[src/sv/rbd_div.sv]
`timescale 1ns / 1ps
// ----------------------------------------------------------------------------
// RGBA box downscaler divider
// Restoring divider, one quotient bit per cycle; quotient must fit in QW bits.
// ----------------------------------------------------------------------------
module rbd_div #(
    parameter int DW = 8,
    parameter int VW = 8,
    parameter int QW = 8
) (
    input  logic          aclk,
    input  logic          aresetn,
    input  logic          start,
    input  logic [DW-1:0] dividend,
    input  logic [VW-1:0] divisor,
    output logic          done,
    output logic [QW-1:0] quotient
);

    localparam int SW = VW + QW;
    localparam int MW = (DW > SW) ? DW : SW;
    localparam int CW = $clog2(QW + 1);

    logic [DW-1:0] rem_reg;
    logic [SW-1:0] den_reg;
    logic [QW-1:0] quo_reg;
    logic [CW-1:0] step_reg;
    logic          busy_reg;
    logic          done_reg;

    logic [MW-1:0] rem_ext;
    logic [MW-1:0] den_ext;
    logic [MW-1:0] diff;
    logic          ge;

    assign rem_ext = MW'(rem_reg);
    assign den_ext = MW'(den_reg);
    assign ge      = rem_ext >= den_ext;
    assign diff    = rem_ext - den_ext;

    always_ff @(posedge aclk) begin
        if (!aresetn) begin
            busy_reg <= 1'b0;
            done_reg <= 1'b0;
            step_reg <= '0;
        end else begin
            done_reg <= !start && busy_reg && (step_reg == CW'(1));
            if (start) begin
                rem_reg  <= dividend;
                den_reg  <= SW'(divisor) << (QW - 1);
                quo_reg  <= '0;
                step_reg <= CW'(QW);
                busy_reg <= 1'b1;
            end else if (busy_reg) begin
                if (ge) begin
                    rem_reg <= DW'(diff);
                end
                quo_reg  <= (quo_reg << 1) | QW'(ge);
                den_reg  <= den_reg >> 1;
                step_reg <= step_reg - CW'(1);
                if (step_reg == CW'(1)) begin
                    busy_reg <= 1'b0;
                end
            end
        end
    end

    assign done     = done_reg;
    assign quotient = quo_reg;

endmodule

[config.mk]
export PLATFORM = sky130hd
export DESIGN_NAME = rbd_div
export DESIGN_NICKNAME = d
export VERILOG_FILES = /design/src/sv/rbd_div.sv
export SDC_FILE = /design/constraint.sdc
export NUM_CORES = 1
export LEC_CHECK = 0
export BUFFER_PORTS_ARGS = -buffer_cell sky130_fd_sc_hd__buf_2
export CAP_MARGIN = 20
export CORE_MARGIN = 1.5
export CORE_UTILIZATION = 55
export DETAILED_ROUTE_END_ITERATION = 7
export PLACE_DENSITY = 0.78
export SYNTH_ARGS = -nofsm -noshare
export SYNTH_HDL_FRONTEND = slang
export SYNTH_SLANG_ARGS = --single-unit
[constraint.sdc]
create_clock -name aclk -period 5.6 [get_ports aclk]
set_input_delay 0.56 -clock aclk [delete_from_list [all_inputs] [get_ports aclk]]
set_output_delay 0.56 -clock aclk [all_outputs]
set_load 0.05 [all_outputs]
# ---- Word-level counts from Yosys, hierarchy flattened
# Index checks and enable logic that the tools add are counted.
dict set report word_totals {
  regBits 37
  inputBits 19
  out_inout_bits 9
  word_cells 33
}
dict set report classes {
  n_addsub 2
  order_cmp 1
  eq_ne 1
  muxes 11
  bitwise_logic 2
  n_reduce_logical 8
}
# operator count
set op_table {}
lappend op_table {{8-bit 2-to-1 mux} 4}
lappend op_table {{15-bit 2-to-1 mux} 2}
lappend op_table {{8-bit by 15-bit greater-or-equal comparator with 1-bit output} 1}
lappend op_table {{4-bit 2-to-1 mux} 2}
lappend op_table {{8-bit by 1-bit bitwise OR with 8-bit output} 1}
lappend op_table {{8-bit subtractor} 1}
lappend op_table {{4-bit by 1-bit equality test with 1-bit output (second input constant)} 1}
lappend op_table {{2-bit nonzero test} 2}
lappend op_table {{4-bit by 1-bit subtractor with 4-bit output (second input constant)} 1}
lappend op_table {{1-bit 2-to-1 mux} 3}
lappend op_table {{3-bit AND reduction} 1}
lappend op_table {{1-bit logical AND} 2}
lappend op_table {{2-bit AND reduction} 1}
lappend op_table {{2-bit OR reduction} 1}
lappend op_table {{1-bit zero test} 1}
lappend op_table {{1-bit NOT} 1}

# ---- Depth between registers and ports, before layout
dict set report depth {
  depth_word 4
  mapped_depth 9
  depth_no_buf 9
}

# ---- Least setup slack after synthesis
# OpenSTA, ideal clock, no wires.
dict set report synth_path {
  kind {register -> register}
  startpoint {register den_reg[0] (netlist: den_ext[0])}
  endpoint {register rem_reg[0], enable pin}
  setup_ps 375
  arrival_time_ps 1683
  required_time_ps 5225
  path_slack_ps 3542
  stages_incl_launch_ff 7
  period_less_slack_ps 2058
  path_cell_list {edfxtp_1 -> ha_1 -> nand2b_1 -> a21o_1 -> a21oi_1 -> o31a_1 -> o31ai_2}
}
dict set report synth_between {
  elab_chain_cells 3
}
# item line
set synth_rtl {}
lappend synth_rtl {{start: declaration} 25} ;# logic [SW-1:0] den_reg;
lappend synth_rtl {{start signal: assignment} 50} ;# den_reg <= SW'(divisor) << (QW - 1);
lappend synth_rtl {{start signal: assignment} 59} ;# den_reg <= den_reg >> 1;
lappend synth_rtl {{8-bit by 15-bit greater-or-equal comparator with 1-bit output} 38} ;# assign ge = rem_ext >= den_ext;
lappend synth_rtl {{2-bit nonzero test (no source line)} -}
lappend synth_rtl {{3-bit AND reduction (no source line)} -}
lappend synth_rtl {{end signal: assignment} 49} ;# rem_reg <= dividend;
lappend synth_rtl {{end signal: assignment} 56} ;# rem_reg <= DW'(diff);
lappend synth_rtl {{end: declaration} 24} ;# logic [DW-1:0] rem_reg;
# No other way between the ends.
# A chain may end at the register's enable or synchronous reset.

# ---- Worst setup path in the final report
dict set report layout_path {
  startpoint {register den_reg[0] (netlist: den_ext[0])}
  endpoint {register rem_reg[6], enable pin}
}
# The elaborated chain is that of the path after synthesis.

==> impl_metrics.csv <==
group,metric,value,unit
outcome,outcome,"complete, no violations",
timing,setup_violations,0,
pwr,vdd_drop_max,0.152,mV
synthesis,synth.most_common_cell,"edfxtp_1",
synthesis,synth-main-ff-cell,"edfxtp_1",
run,max-cap-violations,0,
global_routing,grt_pass1_vias,1204,
die,coreArea,3100,sq um
global_routing,use_met1,0.216,
layout,stdcell_count,232,
pwr,clkPwrFrac,0.243,
placed_design,place_inst,224,
global_routing,grt.met3_usage,0.0469,
clocking,cts_sinks,37,
timing,finalSetupTns,0,ns
critical_path,r2r_slack,3.25,ns
die,die_h,60.8,um
global_routing,grt.overflow.total,0,
drt,routed_wl,2950,um
clocking,post-cts-setup-buffers,0,
clocking,h-tree-depth,2,
layout,num_antenna_cells,0,
die,initial_core_util,0.592,
critical_path,reg2regPathDepth,6,
drt,drt_iter0_drc,46,
drt,ant_nets,0,
critical_path,cp.required,5.59,ns
layout,largest_reg_flops,15,
synthesis,synth_seq_area_share,0.572,
die,placementRows,20,
clocking,cts_tree,"yes",
die,dieArea,3700,sq um
critical_path,reg2reg_from,"den_ext[0]",
critical_path,r2r_end,"rem_reg[6]",
pwr,combPwrFrac,0.175,
placed_design,gp_congestion,0.793,
synthesis,synthesis.nets,188,
timing,max_freq,426,MHz
timing,hold_viol_final,0,
layout,multiInputGateArea,708,sq um
critical_path,endpoint_kind,"register",
timing,rsz0062_at_grt,"false",
clocking,ctsResizeCount,0,
layout,final_layout_size_suffix_gt1_frac,0.234,
hold_path,hp-class,"in2reg",
global_routing,antenna_found_initial,0,
timing,maxSlewViolCount,0,
layout,fin_nets,217,
synthesis,synth.yosys.warnings,0,
pwr,switchingPower,156,uW
hold_path,hold_start,"aresetn",
synthesis,synthCells,158,
synthesis,synthTopCellsByArea,"edfxtp_1 51%, ha_1 6.8%, dfxtp_1 6.5%, mux2_2 4.9%, inv_1 3.1%",
critical_path,cp.arrival,2.33,ns
clocking,cts_hold_buffers,0,
layout,num-fill-cells,273,
global_routing,grt_util_all_layers,0.187,
timing,worst_slew_pin_slew,0.803,ns
drt,drt-pass1-iter-count,4,
pwr,p_int,407,uW
critical_path,cp_slowest_cell,"o31ai_2",
global_routing,grt_first_pass_wirelength,4910,um
pwr,sw_frac_of_total,0.277,
drt,wl_per_cell,12.7,um
placed_design,hpwl,2180,um
timing,final.period_utilization,0.419,
synthesis,syn-cell-area,1840,sq um
critical_path,cp-start-kind,"register",
synthesis,synth_edf_count,31,
global_routing,grt.busiest_layer,"met2",
die,io_pins,28,
critical_path,worstSetupPathType,"reg2reg",
synthesis,synth_cell_types,31,
synthesis,yosysTopAreaCell,"edfxtp_1",
critical_path,startpoint,"den_ext[0]",
critical_path,crit_chain,"ha_1, nand2b_1, a21o_1, a21oi_1, o31a_1, o31ai_2",
pwr,pwr-share-seq,0.581,
synthesis,ys_top_cells_by_count,"31 x edfxtp_1, 15 x inv_1, 13 x nand2_1, 13 x nor2_1, 10 x ha_1",
drt,drc,0,
timing,worst_hold_slack,0.472,ns
critical_path,cpPeakStageDelay,0.68,ns
clocking,clockBufferDepth,2,
die,die_w,60.8,um
synthesis,synth_top_area_share,0.506,
synthesis,yosys_register_bits,37,
drt,avgViaCountPerCell,5.28,
critical_path,crit_fanout,8,
clocking,numCtsBuffers,5,
layout,final-seq-area,1050,sq um
timing,fin_skew,0.00309,ns
timing,finalCriticalPeriod,2.35,ns
pwr,leakage,0.836,nW
pwr,power.density,273,nW/um^2
clocking,cts.clk_slew.worst_paths,0.11,ns
global_routing,grt_max_degree,44,
layout,area_delta_synth_final,12.0,%
timing,max_slew_margin,0.464,
critical_path,critPathCapture,"rem_reg[6]",
global_routing,met2_usage,0.315,
placed_design,place.port_buffers,27,
synthesis,synthArstFlopShare,0,
drt,via_count,1226,
clocking,clk_latency,0.34,ns
clocking,root_buffer,"clkbuf_4",
synthesis,syn-mean-instance-area,11.6,sq um
[per-layer routing]
layer  wire length [um]  up-vias
met5                  0        -
met4                 69        0
met3                129        7
met2               1490       28
met1               1270      578
li1                   -      613
[cell type report]
class,instances,area share
flip-flops and latches,37,0.510
multi-input cells,101,0.344
repair buffers,27,0.0656
inverters,15,0.0273
well taps,44,0.0267
clock buffers,5,0.0182
clock inverters,3,0.00790
[critical path: cells and delay by family (launching register included)]
family | cells | cell delay, ns
simple gates | 1 | 0.11
compound gates | 4 | 1.18
flops | 1 | 0.40
fa+ha+maj | 1 | 0.29
[how the worst min path moves through the flow]
stage	depth (start not counted)	slack, ns	to
2_1_floorplan	2	0.47	step_reg[1]
3_3_place_gp	2	0.49	step_reg[1]
3_5_place_dp	2	0.50	step_reg[1]
4_1_cts	2	0.47	step_reg[3]
5_1_grt	2	0.47	step_reg[3]
6_report	2	0.47	step_reg[3]
[cell usage in the layout (no fill, tap or decap), types with 2 or more instances in the layout]
master	instances
a21oi_1	7
and3_1	2
buf_2	27
clkbuf_4	5
clkinv_1	2
dfxtp_1	6
edfxtp_1	31
ha_1	10
inv_1	15
mux2_2	8
nand2_1	13
nand2b_1	2
nor2_1	13
nor2b_1	8
nor3_1	3
nor4b_1	2
o21a_1	3
o21ai_0	9
o31a_1	2
o31ai_2	2
xnor2_1	3
xor2_1	4
[stage by stage]
stage	instance area (sq um)	utilization	power [mW]	setup slack, ns
floorplan	1840	-	0.408	3.54
global placement	2010	0.646	0.428	3.13
detailed placement	2010	0.646	0.432	3.03
CTS	2060	0.664	0.565	3.24
global route	2060	0.664	0.589	3.09
finish	2060	0.664	0.563	3.25
[logic make-up after synthesis]
group	share of synthesized area
simple gates	0.121
xor+xnor	0.0334
flops	0.572
fa+ha+maj	0.0790
mux	0.0490
buf+inv	0.0429
compound gates	0.103
[power groups by stage]
stage,sequential [mW],clock [mW],combinational [mW]
CTS,0.327,0.138,0.0994
global route,0.329,0.149,0.111
detailed placement,0.334,0,0.0985
finish,0.327,0.137,0.0987
floorplan,0.343,0,0.0651
global placement,0.333,0,0.0951
(Power assumes the default switching activity.)
